### src/rtl/set_mean_and_std_deviation_macros.svh
// ----------------------------------------------------------------------------
// set_mean_and_std_deviation assertion macros
// shared concurrent assertion forms, clocked on clk and disabled in reset
// ----------------------------------------------------------------------------
`ifndef SET_MEAN_AND_STD_DEVIATION_MACROS_SVH
`define SET_MEAN_AND_STD_DEVIATION_MACROS_SVH

// condition implies consequence in the same cycle
`define SMSD_ASSERT_IMP(lbl, ante, cons, msg) \
    lbl: assert property (@(posedge clk) disable iff (!rst_n) (ante) |-> (cons)) \
        else $error(msg);

// condition implies consequence in the next cycle
`define SMSD_ASSERT_NXT(lbl, ante, cons, msg) \
    lbl: assert property (@(posedge clk) disable iff (!rst_n) (ante) |=> (cons)) \
        else $error(msg);

`endif

### src/rtl/smsd_pkg.sv
// ----------------------------------------------------------------------------
// smsd_pkg
// widths and defaults shared by the mean and deviation datapath
// ----------------------------------------------------------------------------
`default_nettype none

package smsd_pkg;

    // field widths
    localparam int SAMPLE_W = 24;
    localparam int STD_W    = 31;
    localparam int MEAN_W   = 32;
    localparam int CNT_W    = 8;

    // accumulator widths
    localparam int SUM_W = 32;
    localparam int SQ_W  = 54;

    // parameter defaults
    localparam int MAX_COUNT_DEF   = 128;
    localparam int SAMPLE_BITS_DEF = 24;
    localparam int FRAC_BITS_DEF   = 8;
    localparam int FRAC_MAX        = 8;

    // serial units
    localparam int DIFF_W  = SQ_W + CNT_W;
    localparam int MUL_A_W = SQ_W;
    localparam int MUL_B_W = SUM_W;
    localparam int NN_W    = 2 * CNT_W - 1;
    localparam int DIV_N_W = DIFF_W + 2 * FRAC_MAX;
    localparam int ROOT_W  = 32;
    localparam int VAR_W   = 2 * ROOT_W;

    typedef logic [SUM_W-1:0] sum_t;

endpackage

`default_nettype wire

### src/rtl/smsd_mul.sv
// ----------------------------------------------------------------------------
// smsd_mul
// unsigned shift-add multiplier, one multiplier bit per cycle
// ----------------------------------------------------------------------------
`default_nettype none

module smsd_mul
    import smsd_pkg::*;
#(
    parameter int A_W = MUL_A_W,
    parameter int B_W = MUL_B_W
)
(
    input  logic               clk,
    input  logic               rst_n,
    input  logic               start,
    input  logic [A_W-1:0]     a,
    input  logic [B_W-1:0]     b,
    output logic               done,
    output logic [A_W+B_W-1:0] prod
);

    localparam int CW = $clog2(B_W);

    logic               busy_reg;
    logic               busy_next;
    logic               done_reg;
    logic               done_next;
    logic [CW-1:0]      cnt_reg;
    logic [CW-1:0]      cnt_next;
    logic [A_W-1:0]     a_reg;
    logic [A_W-1:0]     a_next;
    logic [A_W+B_W-1:0] p_reg;
    logic [A_W+B_W-1:0] p_next;
    logic [A_W:0]       acc;

    always_comb
    begin
        acc       = {1'b0, p_reg[A_W+B_W-1:B_W]} + (p_reg[0] ? {1'b0, a_reg} : '0);
        busy_next = busy_reg;
        done_next = 1'b0;
        cnt_next  = cnt_reg;
        a_next    = a_reg;
        p_next    = p_reg;
        if (start)
        begin
            busy_next = 1'b1;
            cnt_next  = '0;
            a_next    = a;
            p_next    = {{A_W{1'b0}}, b};
        end
        else if (busy_reg)
        begin
            // add the partial product on the low bit, then shift right
            p_next   = {acc, p_reg[B_W-1:1]};
            cnt_next = cnt_reg + 1'b1;
            if (cnt_reg == CW'(B_W - 1))
            begin
                busy_next = 1'b0;
                done_next = 1'b1;
            end
        end
    end

    always_ff @(posedge clk or negedge rst_n)
    begin
        if (!rst_n)
        begin
            busy_reg <= 1'b0;
            done_reg <= 1'b0;
            cnt_reg  <= '0;
        end
        else
        begin
            busy_reg <= busy_next;
            done_reg <= done_next;
            cnt_reg  <= cnt_next;
        end
    end

    always_ff @(posedge clk)
    begin
        a_reg <= a_next;
        p_reg <= p_next;
    end

    assign done = done_reg;
    assign prod = p_reg;

endmodule

`default_nettype wire

### src/rtl/smsd_div.sv
// ----------------------------------------------------------------------------
// smsd_div
// restoring divider, one quotient bit per cycle
// ----------------------------------------------------------------------------
`default_nettype none

module smsd_div
    import smsd_pkg::*;
#(
    parameter int N_W = DIV_N_W,
    parameter int D_W = NN_W
)
(
    input  logic           clk,
    input  logic           rst_n,
    input  logic           start,
    input  logic [N_W-1:0] dividend,
    input  logic [D_W-1:0] divisor,
    output logic           done,
    output logic [N_W-1:0] quotient,
    output logic [D_W-1:0] remainder
);

    localparam int CW = $clog2(N_W);

    logic           busy_reg;
    logic           busy_next;
    logic           done_reg;
    logic           done_next;
    logic [CW-1:0]  cnt_reg;
    logic [CW-1:0]  cnt_next;
    logic [D_W-1:0] d_reg;
    logic [D_W-1:0] d_next;
    logic [D_W-1:0] rem_reg;
    logic [D_W-1:0] rem_next;
    logic [N_W-1:0] quo_reg;
    logic [N_W-1:0] quo_next;
    logic [D_W:0]   trial;
    logic [D_W:0]   diff;
    logic           ge;

    always_comb
    begin
        // bring down the next dividend bit and try the subtract
        trial     = {rem_reg, quo_reg[N_W-1]};
        diff      = trial - {1'b0, d_reg};
        ge        = (trial >= {1'b0, d_reg});
        busy_next = busy_reg;
        done_next = 1'b0;
        cnt_next  = cnt_reg;
        d_next    = d_reg;
        rem_next  = rem_reg;
        quo_next  = quo_reg;
        if (start)
        begin
            busy_next = 1'b1;
            cnt_next  = '0;
            d_next    = divisor;
            rem_next  = '0;
            quo_next  = dividend;
        end
        else if (busy_reg)
        begin
            rem_next = ge ? diff[D_W-1:0] : trial[D_W-1:0];
            quo_next = {quo_reg[N_W-2:0], ge};
            cnt_next = cnt_reg + 1'b1;
            if (cnt_reg == CW'(N_W - 1))
            begin
                busy_next = 1'b0;
                done_next = 1'b1;
            end
        end
    end

    always_ff @(posedge clk or negedge rst_n)
    begin
        if (!rst_n)
        begin
            busy_reg <= 1'b0;
            done_reg <= 1'b0;
            cnt_reg  <= '0;
        end
        else
        begin
            busy_reg <= busy_next;
            done_reg <= done_next;
            cnt_reg  <= cnt_next;
        end
    end

    always_ff @(posedge clk)
    begin
        d_reg   <= d_next;
        rem_reg <= rem_next;
        quo_reg <= quo_next;
    end

    assign done      = done_reg;
    assign quotient  = quo_reg;
    assign remainder = rem_reg;

endmodule

`default_nettype wire

### src/rtl/set_mean_and_std_deviation.sv
// accumulated sample: item_stall holds until the 32-step shift-add squarer is done
// dropped sample past the full count: flagged as overflow, no arithmetic, no stall unless marked
// marked sample: after the squarer, or at once if it is dropped, the result follows the 78-step
//   mean divide, two 32-step products, the 78-step variance divide and a 32-step bit-pair square root
// one set at a time; the next set is taken once the result sits in the output register
// rst_n clears the accumulators, the control state and the result valid at once
// ----------------------------------------------------------------------------
// set_mean_and_std_deviation
// running count, sum and sum of squares with a serial mean and deviation finish
// ----------------------------------------------------------------------------
`default_nettype none
`include "set_mean_and_std_deviation_macros.svh"

module set_mean_and_std_deviation
    import smsd_pkg::*;
#(
    parameter int MAX_COUNT   = MAX_COUNT_DEF,
    parameter int SAMPLE_BITS = SAMPLE_BITS_DEF,
    parameter int FRAC_BITS   = FRAC_BITS_DEF
)
(
    input  logic                       clk,
    input  logic                       rst_n,
    input  logic                       item_valid,
    output logic                       item_stall,
    input  logic signed [SAMPLE_W-1:0] sample,
    input  logic                       last,
    output logic                       result_valid,
    input  logic                       result_stall,
    output logic [STD_W-1:0]           std_dev,
    output logic signed [MEAN_W-1:0]   mean,
    output logic [CNT_W-1:0]           set_size,
    output logic                       overflowed
);

    localparam int EXT_SH = SAMPLE_W - SAMPLE_BITS;
    localparam int STEP_W = $clog2(ROOT_W);

    localparam logic [3:0] ST_IDLE = 4'd0;
    localparam logic [3:0] ST_SQ   = 4'd1;
    localparam logic [3:0] ST_FIN  = 4'd2;
    localparam logic [3:0] ST_MEAN = 4'd3;
    localparam logic [3:0] ST_MA   = 4'd4;
    localparam logic [3:0] ST_MB   = 4'd5;
    localparam logic [3:0] ST_VAR  = 4'd6;
    localparam logic [3:0] ST_SQRT = 4'd7;
    localparam logic [3:0] ST_OUT  = 4'd8;

    logic [3:0]          state_reg;
    logic [3:0]          state_next;
    logic [CNT_W-1:0]    count_reg;
    logic [CNT_W-1:0]    count_next;
    sum_t                sum_reg;
    sum_t                sum_next;
    logic [SQ_W-1:0]     sq_reg;
    logic [SQ_W-1:0]     sq_next;
    logic                drop_reg;
    logic                drop_next;
    logic                last_reg;
    logic                last_next;
    logic [DIFF_W-1:0]   a_reg;
    logic [DIFF_W-1:0]   a_next;
    logic [MEAN_W-1:0]   mean_calc_reg;
    logic [MEAN_W-1:0]   mean_calc_next;
    logic [VAR_W-1:0]    rad_reg;
    logic [VAR_W-1:0]    rad_next;
    logic [ROOT_W+1:0]   rem_sq_reg;
    logic [ROOT_W+1:0]   rem_sq_next;
    logic [ROOT_W-1:0]   root_reg;
    logic [ROOT_W-1:0]   root_next;
    logic [STEP_W-1:0]   step_reg;
    logic [STEP_W-1:0]   step_next;
    logic                result_valid_reg;
    logic                result_valid_next;
    logic [STD_W-1:0]    std_reg;
    logic [STD_W-1:0]    std_next;
    logic [MEAN_W-1:0]   mean_reg;
    logic [MEAN_W-1:0]   mean_next;
    logic [CNT_W-1:0]    size_reg;
    logic [CNT_W-1:0]    size_next;
    logic                ovf_reg;
    logic                ovf_next;

    logic                        item_acc;
    logic signed [SAMPLE_W-1:0]  s_sh;
    logic signed [SAMPLE_W-1:0]  s_ext;
    logic [SAMPLE_W-1:0]         smag;
    sum_t                        v_ext;
    sum_t                        mag_sum;
    logic [2*CNT_W-1:0]          cnt_ext;
    logic [2*CNT_W-1:0]          nn_full;
    logic [DIFF_W-1:0]           b_val;
    logic [DIFF_W-1:0]           diff_val;
    logic [MEAN_W:0]             q_up;
    logic [MEAN_W:0]             q_neg;
    logic [ROOT_W+3:0]           rem_sh;
    logic [ROOT_W+3:0]           trial;
    logic [ROOT_W+3:0]           rem_sub;
    logic                        root_ge;

    logic                        mul_start;
    logic [MUL_A_W-1:0]          mul_a;
    logic [MUL_B_W-1:0]          mul_b;
    logic                        mul_done;
    logic [MUL_A_W+MUL_B_W-1:0]  mul_prod;
    logic                        div_start;
    logic [DIV_N_W-1:0]          div_n;
    logic [NN_W-1:0]             div_d;
    logic                        div_done;
    logic [DIV_N_W-1:0]          div_quo;
    logic [NN_W-1:0]             div_rem;

    logic                        full_req;
    logic                        out_load;
    logic                        out_clear;
    logic                        div_phase;
    logic                        mul_phase;

    smsd_mul #(
        .A_W (MUL_A_W),
        .B_W (MUL_B_W)
    ) u_mul (
        .clk   (clk),
        .rst_n (rst_n),
        .start (mul_start),
        .a     (mul_a),
        .b     (mul_b),
        .done  (mul_done),
        .prod  (mul_prod)
    );

    smsd_div #(
        .N_W (DIV_N_W),
        .D_W (NN_W)
    ) u_div (
        .clk       (clk),
        .rst_n     (rst_n),
        .start     (div_start),
        .dividend  (div_n),
        .divisor   (div_d),
        .done      (div_done),
        .quotient  (div_quo),
        .remainder (div_rem)
    );

    assign item_stall = (state_reg != ST_IDLE);
    assign item_acc   = item_valid && !item_stall;

    always_comb
    begin
        // only the low sample bits count, sign-extended
        s_sh  = sample <<< EXT_SH;
        s_ext = s_sh >>> EXT_SH;
        smag  = s_ext[SAMPLE_W-1] ? (~s_ext + 1'b1) : s_ext;
        v_ext = {{(SUM_W-SAMPLE_W){s_ext[SAMPLE_W-1]}}, s_ext};

        mag_sum  = sum_reg[SUM_W-1] ? (~sum_reg + 1'b1) : sum_reg;
        cnt_ext  = {{CNT_W{1'b0}}, count_reg};
        nn_full  = cnt_ext * cnt_ext;
        b_val    = mul_prod[DIFF_W-1:0];
        diff_val = (a_reg >= b_val) ? (a_reg - b_val) : '0;

        // floor toward minus infinity for a negative sum
        q_up  = {1'b0, div_quo[MEAN_W-1:0]} + {{MEAN_W{1'b0}}, (div_rem != '0)};
        q_neg = ~q_up + 1'b1;

        // one root bit per cycle from the next radicand bit pair
        rem_sh  = {rem_sq_reg, rad_reg[VAR_W-1 -: 2]};
        trial   = {2'b00, root_reg, 2'b01};
        root_ge = (rem_sh >= trial);
        rem_sub = rem_sh - trial;
    end

    always_comb
    begin
        state_next        = state_reg;
        count_next        = count_reg;
        sum_next          = sum_reg;
        sq_next           = sq_reg;
        drop_next         = drop_reg;
        last_next         = last_reg;
        a_next            = a_reg;
        mean_calc_next    = mean_calc_reg;
        rad_next          = rad_reg;
        rem_sq_next       = rem_sq_reg;
        root_next         = root_reg;
        step_next         = step_reg;
        result_valid_next = result_valid_reg;
        std_next          = std_reg;
        mean_next         = mean_reg;
        size_next         = size_reg;
        ovf_next          = ovf_reg;
        mul_start         = 1'b0;
        mul_a             = '0;
        mul_b             = '0;
        div_start         = 1'b0;
        div_n             = '0;
        div_d             = '0;

        if (result_valid_reg && !result_stall)
        begin
            result_valid_next = 1'b0;
        end

        case (state_reg)
            ST_IDLE:
            begin
                if (item_acc)
                begin
                    last_next = last;
                    if (count_reg < CNT_W'(MAX_COUNT))
                    begin
                        sum_next   = sum_reg + v_ext;
                        count_next = count_reg + 1'b1;
                        mul_start  = 1'b1;
                        mul_a      = MUL_A_W'(smag);
                        mul_b      = MUL_B_W'(smag);
                        state_next = ST_SQ;
                    end
                    else
                    begin
                        drop_next = 1'b1;
                        if (last)
                        begin
                            state_next = ST_FIN;
                        end
                    end
                end
            end
            ST_SQ:
            begin
                if (mul_done)
                begin
                    sq_next    = sq_reg + mul_prod[SQ_W-1:0];
                    state_next = last_reg ? ST_FIN : ST_IDLE;
                end
            end
            ST_FIN:
            begin
                if (count_reg == '0)
                begin
                    mean_calc_next = '0;
                    root_next      = '0;
                    state_next     = ST_OUT;
                end
                else
                begin
                    div_start  = 1'b1;
                    div_n      = DIV_N_W'(mag_sum) << FRAC_BITS;
                    div_d      = NN_W'(count_reg);
                    state_next = ST_MEAN;
                end
            end
            ST_MEAN:
            begin
                if (div_done)
                begin
                    mean_calc_next = sum_reg[SUM_W-1] ? q_neg[MEAN_W-1:0]
                                                      : div_quo[MEAN_W-1:0];
                    mul_start  = 1'b1;
                    mul_a      = sq_reg;
                    mul_b      = MUL_B_W'(count_reg);
                    state_next = ST_MA;
                end
            end
            ST_MA:
            begin
                if (mul_done)
                begin
                    a_next     = mul_prod[DIFF_W-1:0];
                    mul_start  = 1'b1;
                    mul_a      = MUL_A_W'(mag_sum);
                    mul_b      = mag_sum;
                    state_next = ST_MB;
                end
            end
            ST_MB:
            begin
                if (mul_done)
                begin
                    div_start  = 1'b1;
                    div_n      = DIV_N_W'(diff_val) << (2 * FRAC_BITS);
                    div_d      = NN_W'(nn_full);
                    state_next = ST_VAR;
                end
            end
            ST_VAR:
            begin
                if (div_done)
                begin
                    rad_next    = div_quo[VAR_W-1:0];
                    rem_sq_next = '0;
                    root_next   = '0;
                    step_next   = '0;
                    state_next  = ST_SQRT;
                end
            end
            ST_SQRT:
            begin
                rem_sq_next = root_ge ? rem_sub[ROOT_W+1:0] : rem_sh[ROOT_W+1:0];
                root_next   = {root_reg[ROOT_W-2:0], root_ge};
                rad_next    = {rad_reg[VAR_W-3:0], 2'b00};
                step_next   = step_reg + 1'b1;
                if (step_reg == STEP_W'(ROOT_W - 1))
                begin
                    state_next = ST_OUT;
                end
            end
            ST_OUT:
            begin
                if (!result_valid_reg || !result_stall)
                begin
                    result_valid_next = 1'b1;
                    std_next          = root_reg[STD_W-1:0];
                    mean_next         = mean_calc_reg;
                    size_next         = count_reg;
                    ovf_next          = drop_reg;
                    count_next        = '0;
                    sum_next          = '0;
                    sq_next           = '0;
                    drop_next         = 1'b0;
                    last_next         = 1'b0;
                    state_next        = ST_IDLE;
                end
            end
            default:
            begin
                state_next = ST_IDLE;
            end
        endcase
    end

    always_ff @(posedge clk or negedge rst_n)
    begin
        if (!rst_n)
        begin
            state_reg        <= ST_IDLE;
            count_reg        <= '0;
            sum_reg          <= '0;
            sq_reg           <= '0;
            drop_reg         <= 1'b0;
            last_reg         <= 1'b0;
            step_reg         <= '0;
            result_valid_reg <= 1'b0;
        end
        else
        begin
            state_reg        <= state_next;
            count_reg        <= count_next;
            sum_reg          <= sum_next;
            sq_reg           <= sq_next;
            drop_reg         <= drop_next;
            last_reg         <= last_next;
            step_reg         <= step_next;
            result_valid_reg <= result_valid_next;
        end
    end

    always_ff @(posedge clk)
    begin
        a_reg         <= a_next;
        mean_calc_reg <= mean_calc_next;
        rad_reg       <= rad_next;
        rem_sq_reg    <= rem_sq_next;
        root_reg      <= root_next;
        std_reg       <= std_next;
        mean_reg      <= mean_next;
        size_reg      <= size_next;
        ovf_reg       <= ovf_next;
    end

    assign result_valid = result_valid_reg;
    assign std_dev      = std_reg;
    assign mean         = mean_reg;
    assign set_size     = size_reg;
    assign overflowed   = ovf_reg;

    assign full_req  = item_acc && (count_reg == CNT_W'(MAX_COUNT));
    assign out_load  = (state_reg == ST_OUT) && (!result_valid_reg || !result_stall);
    assign out_clear = result_valid_reg && (state_reg == ST_IDLE) && (count_reg == '0)
                       && !drop_reg;
    assign div_phase = (state_reg == ST_MEAN) || (state_reg == ST_VAR);
    assign mul_phase = (state_reg == ST_SQ) || (state_reg == ST_MA) || (state_reg == ST_MB);

    `SMSD_ASSERT_NXT(a_full_drop, full_req, drop_reg, "request past the full count not flagged")
    `SMSD_ASSERT_NXT(a_out_load, out_load, out_clear, "result load did not clear the set")
    `SMSD_ASSERT_IMP(a_div_phase, div_done, div_phase, "divider finished outside a divide phase")
    `SMSD_ASSERT_IMP(a_mul_phase, mul_done, mul_phase, "multiplier finished outside a product phase")

endmodule

`default_nettype wire
### config.mk
export PLATFORM = sky130hd
export DESIGN_NAME = set_mean_and_std_deviation
export DESIGN_NICKNAME = d
export VERILOG_FILES = /design/src/rtl/smsd_pkg.sv /design/src/rtl/smsd_mul.sv /design/src/rtl/smsd_div.sv /design/src/rtl/set_mean_and_std_deviation.sv
export VERILOG_INCLUDE_DIRS = /design/src /design/src/rtl
export SDC_FILE = /design/constraint.sdc
export NUM_CORES = 2
export LEC_CHECK = 0
export BUFFER_PORTS_ARGS = -buffer_cell sky130_fd_sc_hd__buf_2
export CORE_MARGIN = 2
export CORE_UTILIZATION = 39
export CTS_CLUSTER_SIZE = 8
export DETAILED_ROUTE_END_ITERATION = 6
export PLACE_DENSITY = 0.59
export SLEW_MARGIN = 20
export SYNTH_ARGS = -nofsm -noshare
export SYNTH_HDL_FRONTEND = slang
export SYNTH_SLANG_ARGS = --single-unit
### constraint.sdc
create_clock -name clk -period 11.1 [get_ports clk]
set_input_delay 0.555 -clock clk [delete_from_list [all_inputs] [get_ports clk]]
set_output_delay 0.555 -clock clk [all_outputs]
set_load 0.02 [all_outputs]
### Word level (Yosys, flattened, before mapping)

Cells that the tools add are included.

| storage, ports and cells | value |
|---|---|
| bits in registers | 666 |
| word-level logic and storage cells | 195 |
| bits of input ports | 29 |

| cells by class | value |
|---|---|
| reductions and logical operators | 27 |
| eq/ne operators | 23 |
| $mul | 1 |
| mux-type cells | 94 |
| $lt $le $gt $ge | 4 |
| bitwise operators | 3 |
| $add $sub $neg | 14 |

Operators by type and width:

| cell | number |
|---|---|
| $mux W32 | 12 |
| $mux W78 | 3 |
| $mux W54 | 4 |
| $pmux W32 S3 | 2 |
| $pmux W54 S3 | 1 |
| $pmux W78 S2 | 1 |
| $pmux W32 S2 | 2 |
| $pmux W64 S2 | 1 |
| $mux W24 | 5 |
| $pmux W54 S2 | 1 |
| $mux W34 | 2 |
| $pmux W34 S2 | 1 |
| $add A32 B1 Y32 const B | 2 |
| $mux W64 | 1 |
| $not A32 Y32 | 2 |
| $ge A62 B62 Y1 | 1 |
| $mux W62 | 1 |
| $sub A62 B62 Y62 | 1 |
| $add A54 B54 Y55 | 1 |
| $add A54 B54 Y54 | 1 |
| $mux W4 | 11 |
| $mux W40 | 1 |
| $mux W8 | 5 |
| $ge A36 B34 Y1 | 1 |
| other kinds (45) | 103 |

### Logic depth before layout (Yosys ltp)

| logic depth | value |
|---|---|
| depth after elaboration | 7 |
| mapped depth | 23 |
| gate-level depth less buffers | 22 |

### By module

Synthesis repeated with hierarchy kept, for this count alone.

| second synthesis, totals | value |
|---|---|
| cell total of the unflattened synthesis | 4760 |
| area total of the unflattened synthesis | 44926.8 um^2 |

Modules (own cells, without submodules):

| module | area each (um^2) | cells each | instances |
|---|---|---|---|
| set_mean_and_std_deviation | 30596.8 | 3471 | 1 |
| smsd_mul | 8644.5 | 856 | 1 |
| smsd_div | 5685.5 | 433 | 1 |

### Least setup slack after synthesis

Ideal clock, no wire load.

| path | value |
|---|---|
| path type | register to register |
| start point | register state_reg[1] |
| end point | register u_mul.a_reg[0], enable pin |
| data arrival time | 4.734 ns |
| setup slack | 5.927 ns |
| stages on the path, launching flop included | 10 |
| setup time | 0.439 ns |
| cells stage by stage | dfrtp_1 > nor2_1 > nand2_1 > or2_2 > clkbuf_1 > inv_1 > nor3_1 > inv_1 > clkbuf_1 > clkbuf_1 |

| on the way | value |
|---|---|
| longest elaborated chain between the ends | 5 |
| elaborated cells between the ends (all ways) | 8 |
| classes of those cells | 2 x eq/ne; 2 x mux; 4 x reduce/logical |

Ends and longest elaborated chain:

| item | line | RTL |
|---|---|---|
| start: declaration | set_mean_and_std_deviation.sv:49 | `logic [3:0] state_reg;` |
| start signal: assignment | set_mean_and_std_deviation.sv:348 | `state_reg <= state_next;` |
| $reduce_bool A4 Y1 | set_mean_and_std_deviation.sv:146 | `assign item_stall = (state_reg != ST_IDLE);` |
| $logic_not A1 Y1 | set_mean_and_std_deviation.sv:147 | `assign item_acc = item_valid && !item_stall;` |
| $logic_and A1 B1 Y1 | set_mean_and_std_deviation.sv:147 |  |
| $mux W1 | set_mean_and_std_deviation.sv:208 | `if (item_acc)` |
| $pmux W1 S3 (*) | set_mean_and_std_deviation.sv:205 | `case (state_reg)` |
| net mul_start | set_mean_and_std_deviation.sv:101 | `logic mul_start;` |
| end signal: assignment | smsd_mul.sv:83 | `a_reg <= a_next;` |
| end: declaration | smsd_mul.sv:31 | `logic [A_W-1:0] a_reg;` |

Mark *: on every way through the listed nets, which the timed path passes. The rest lies on a longest branch.
A chain may end at the register's enable or synchronous reset.

### Worst setup path after layout

| path | value |
|---|---|
| start point | register count_reg[2] |
| end point | register u_div.d_reg[14] (data pin) |

| on the way | value |
|---|---|
| longest elaborated chain between the ends | 3 |

Ends and longest elaborated chain:

| item | line | RTL |
|---|---|---|
| start: declaration | set_mean_and_std_deviation.sv:51 | `logic [CNT_W-1:0] count_reg;` |
| start signal: assignment | set_mean_and_std_deviation.sv:349 | `count_reg <= count_next;` |
| $mul A8 B8 Y15 | set_mean_and_std_deviation.sv:159 | `nn_full = cnt_ext * cnt_ext;` |
| $mux W15 | set_mean_and_std_deviation.sv:279 | `if (mul_done)` |
| $pmux W15 S2 | set_mean_and_std_deviation.sv:205 |  |
| net div_d[14] | set_mean_and_std_deviation.sv:108 | `logic [NN_W-1:0] div_d;` |
| end signal: assignment | smsd_div.sv:93 | `d_reg <= d_next;` |
| end: declaration | smsd_div.sv:32 | `logic [D_W-1:0] d_reg;` |

The timed path passes the listed nets, and every way through them passes these cells.

==> results.toml <==
[status]
run_status = "complete, no violations"

[logic_synthesis]
synth.ff_latch_count = 666
post_synth_edffs = 475
mappedNetlistNets = 4960
yosysSeqAreaShare_pct = 43.1
synth_top_family_by_area = "compound AO/OA/AOI/OAI gates"
synth_cell_types = 93
netlist_instances = 4609
post_synth_xor_area_fraction_pct = 6.86
synth-simple-area-share_pct = 16.1
synth.largest_area_cell = "sky130_fd_sc_hd__edfxtp_1"
netlist_area_before_placement_mm2 = 0.0434
post-synth-top-area-fraction_pct = 32.9
ys_async_sr_fraction_pct = 18.3
synthFlopType = "sky130_fd_sc_hd__edfxtp_1"
yosys-mux-area-fraction_pct = 1.83
synth_adder_area_share_pct = 9.81
yosys_warnings = 0
netlist_top_cells_area = "sky130_fd_sc_hd__edfxtp_1 33%, sky130_fd_sc_hd__ha_1 8.4%, sky130_fd_sc_hd__dfrtp_1 7.0%, sky130_fd_sc_hd__nand2_1 4.9%, sky130_fd_sc_hd__a21oi_1 3.7%"
synthesis.area_per_instance_um2 = 9.41
synth_compound_gate_area_share_pct = 18.1

[drt]
drt.antenna.violating_nets = 0
post-route-drc-count = 0
detailed_route_iter0_violations = 3108
postRouteWirelength_mm = 120
routed_via_count_divided_by_cell_count = 5.51
detail_route.first_pass.iterations = 6
route.detailed.wl_per_inst_um = 19.3
num_vias = 34100

[place]
gp_congestion = 0.908
port-buffer-count = 102
detailed_place_hpwl_mm = 88.3

[clock_network]
cts_tree = "yes"
clkSinkCount = 666
clkLatencyLatePin_ps = 680
cts_post_setup_buffers_inserted = 0
max-clock-path-buffers = 3
clkTransAtPathRegs_ps = 50
ctsHtreeMaxLevel = 3
cts_repair_resize_count = 0
cts_made_buffers = 95
cts_root_buffer = "sky130_fd_sc_hd__clkbuf_16"

[worst_setup_path]
critPathKind = "reg2reg"
crit_chain = "inv_1 > nor2_1 > ha_1 > inv_1 > fa_1 > inv_1 > ha_1 > inv_1 > fa_1 > inv_1 > ha_1 > a21o_1 > a21oi_1 > o21ai_0 > a21oi_1 > o21ai_0 > a21oi_1 > nor2b_1 > o21a_1 > o41ai_1 > xnor2_1 > nor2_1"
r2r_setup_slack_ps = 6100
crit_path_max_incr_delay_ps = 570
timing.critical_path.required_ps = 11510
r2r_start = "count_reg[2]"
cpMaxStageDelayCell = "sky130_fd_sc_hd__fa_1"
critical_path_buf_inv_count = 5
biggest_fanout_along_the_worst_timing_path = 10
cp.arrival_ps = 5410
cp_common_cell = "sky130_fd_sc_hd__inv_1"
cp-end-kind = "flip-flop"
worst_setup_path_start_kind = "flip-flop"
kind_of_cell_with_the_highest_combined_delay_on_the_critical_path = "adder cells"
rr_worst_depth = 22
timing.rr.end = "u_div.d_reg[14]"

[global_routing]
grt_first_pass_wirelength_mm = 187
global_route.overflow_total = 0
globalRouteTotalUtil_pct = 20.8
grt_max_degree = 79
first_global_vias = 32300
antenna_found_initial = 3

[timing]
finalCritPeriodShare_pct = 45.0
rsz0062_at_grt = "false"
hold_viol_final = 0
fmaxAchievable_ghz = 0.200
maxSlewHeadroom_pct = 30.3
final-setup-viol-count = 0
timing.final.max_slew_violations = 0
final_period_minus_worst_setup_slack_ps = 5000
finClkSkew_ps = 13.8
setup-tns-final_ps = 0
timing_worst_slew_pin_value_ps = 1040

[floorplanning]
row_count = 122
die_span_x_um = 337
design.portCount = 103
start_util_pct = 39.2
die_area_mm2 = 0.114
core_area_mm2 = 0.111
die_height_um = 337

[finish]
largest_register_ff_count = 86
post-route-util_pct = 43.5
finish.net_count = 4986
nFillCells = 10800
flow.area_growth_from_synthesis_pct = 10.8
final_layout_size_suffix_gt1_share_pct = 6.66

[power]
p_leak_nw = 19.8
design_power_total_w = 0.00544
peakVddDrop_v = 0.0000999
power_per_cell_area_mw_per_mm2 = 113

[hold_path]
min_to = "result_valid"
min_path_cells = 3
min_path_type = "in2reg"
worst_hold_start = "result_stall"

[run]
number_of_max_cap_violations = 0
==> report_power, final <==
part | internal (W) | total, W | switching (W)
logic | 0.0000206 | 0.0000622 | 0.0000415
clock network | 0.00161 | 0.00274 | 0.00113
registers | 0.00264 | 0.00264 | 0.0000000000000000000253
==> placed cells by master, fill, tap and decap left out, drive strengths merged, types with 18 or more instances in the layout <==
| master | netlist | layout |
|---|---|---|
| a211oi | 44 | 44 |
| a21o | 167 | 167 |
| a21oi | 324 | 324 |
| a31oi | 38 | 38 |
| and2 | 85 | 85 |
| and3 | 64 | 64 |
| buf | 32 | 138 |
| clkbuf | 176 | 154 |
| dfrtp | 122 | 122 |
| dfxtp | 69 | 69 |
| edfxtp | 475 | 475 |
| fa | 30 | 30 |
| ha | 292 | 292 |
| inv | 266 | 270 |
| mux2i | 76 | 76 |
| nand2 | 571 | 571 |
| nand2b | 30 | 30 |
| nand3 | 94 | 94 |
| nand4 | 65 | 65 |
| nor2 | 351 | 351 |
| nor2b | 48 | 48 |
| nor3 | 67 | 67 |
| nor4 | 21 | 21 |
| o211ai | 21 | 21 |
| o21a | 34 | 34 |
| o21ai | 297 | 297 |
| o21bai | 41 | 41 |
| o221ai | 20 | 20 |
| o22ai | 72 | 72 |
| o31ai | 38 | 38 |
| or3 | 25 | 25 |
| or4 | 18 | 18 |
| xnor2 | 177 | 177 |
| xor2 | 162 | 162 |
==> worst min-delay path, delay by kind of cell <==
kind	cells	cell delay [ps]
buf+inv	1	140
simple gates	2	180
==> per-stage QoR <==
| step | worst slack [ps] | hold WS [ps] | area (um^2) | std cells |
|---|---|---|---|---|
| 6_report | 6100 | 240 | 48000 | 6191 |
| 5_1_grt | 5620 | 243 | 48000 | 6189 |
| 4_1_cts | 6120 | 187 | 48000 | 6189 |
| 3_5_place_dp | 6110 | 406 | 45300 | 6025 |
| 3_3_place_gp | 6150 | 404 | 45300 | 6025 |
| 2_1_floorplan | 5930 | 259 | 43400 | 4609 |
==> area by class of cell <==
cell class                 count  area (um^2)  area share [%]
multi-input combinational   3467        22900            47.7
timing repair buffer         139          797            1.66
clock buffer                 154         2620            5.45
inverter                     266         1000            2.09
antenna                        2         5.00          0.0104
tap                         1488         1860            3.88
sequential                   666        18700            38.9
clock inverter                 9          141           0.294
==> cells in the mapped netlist, types with 9 or more instances <==
cell type,count
sky130_fd_sc_hd__o21a_1,34
sky130_fd_sc_hd__dfxtp_1,69
sky130_fd_sc_hd__nand3_1,94
sky130_fd_sc_hd__or4_1,15
sky130_fd_sc_hd__mux2i_1,76
sky130_fd_sc_hd__ha_1,292
sky130_fd_sc_hd__fa_1,30
sky130_fd_sc_hd__nand2_1,570
sky130_fd_sc_hd__o31ai_1,38
sky130_fd_sc_hd__nand2b_1,30
sky130_fd_sc_hd__and4_1,11
sky130_fd_sc_hd__edfxtp_1,475
sky130_fd_sc_hd__nor2b_1,48
sky130_fd_sc_hd__o21ai_0,294
sky130_fd_sc_hd__a21boi_0,12
sky130_fd_sc_hd__or3_1,22
sky130_fd_sc_hd__a31oi_1,38
sky130_fd_sc_hd__buf_1,16
sky130_fd_sc_hd__a21oi_1,324
sky130_fd_sc_hd__and3_1,64
sky130_fd_sc_hd__xor2_1,161
sky130_fd_sc_hd__o31a_1,10
sky130_fd_sc_hd__o221ai_1,19
sky130_fd_sc_hd__o22ai_1,72
sky130_fd_sc_hd__a211oi_1,43
sky130_fd_sc_hd__nor4_1,19
sky130_fd_sc_hd__a221oi_1,9
sky130_fd_sc_hd__nor2_1,351
sky130_fd_sc_hd__dfrtp_1,122
sky130_fd_sc_hd__nand4_1,65
sky130_fd_sc_hd__a31o_2,9
sky130_fd_sc_hd__a22o_1,11
sky130_fd_sc_hd__inv_1,266
sky130_fd_sc_hd__o21bai_1,41
sky130_fd_sc_hd__buf_2,13
sky130_fd_sc_hd__o41ai_1,13
sky130_fd_sc_hd__xnor2_1,177
sky130_fd_sc_hd__and2_1,84
sky130_fd_sc_hd__nor3_1,66
sky130_fd_sc_hd__or2_2,15
sky130_fd_sc_hd__clkbuf_1,176
sky130_fd_sc_hd__a21o_1,167
sky130_fd_sc_hd__o211ai_1,21
==> cell families after synthesis <==
kind of cell	count (synthesis)
compound gates	1237
xor+xnor	339
fa+ha+maj	322
buf+inv	476
flops	666
mux	79
simple gates	1490
==> worst max-delay path by stage <==
stage | cells after the start | startpoint | endpoint
final | 22 | count_reg[2] | u_div.d_reg[14]
after global routing | 22 | count_reg[3] | u_div.d_reg[14]
after CTS | 22 | count_reg[3] | u_div.d_reg[14]
after detailed placement | 22 | count_reg[3] | u_div.d_reg[14]
after global placement | 22 | count_reg[3] | u_div.d_reg[14]
after floorplan | 9 | state_reg[1] | u_mul.a_reg[0]
==> repair_timing <==
action | CTS | global route
hold endpoints to repair | 38 | 0
setup endpoints to repair | 0 | 0
hold buffers | 1 | 0
==> routing by layer <==
metal  up-vias  share of wire (%)  GRT usage, %
met4         0                2.2          4.96
met1     16300                 49          31.3
li1      16700                  -             -
met2       938                 42          31.1
met5         -                  0             0
met3       154                6.0          3.25
(Power assumes the default switching activity.)
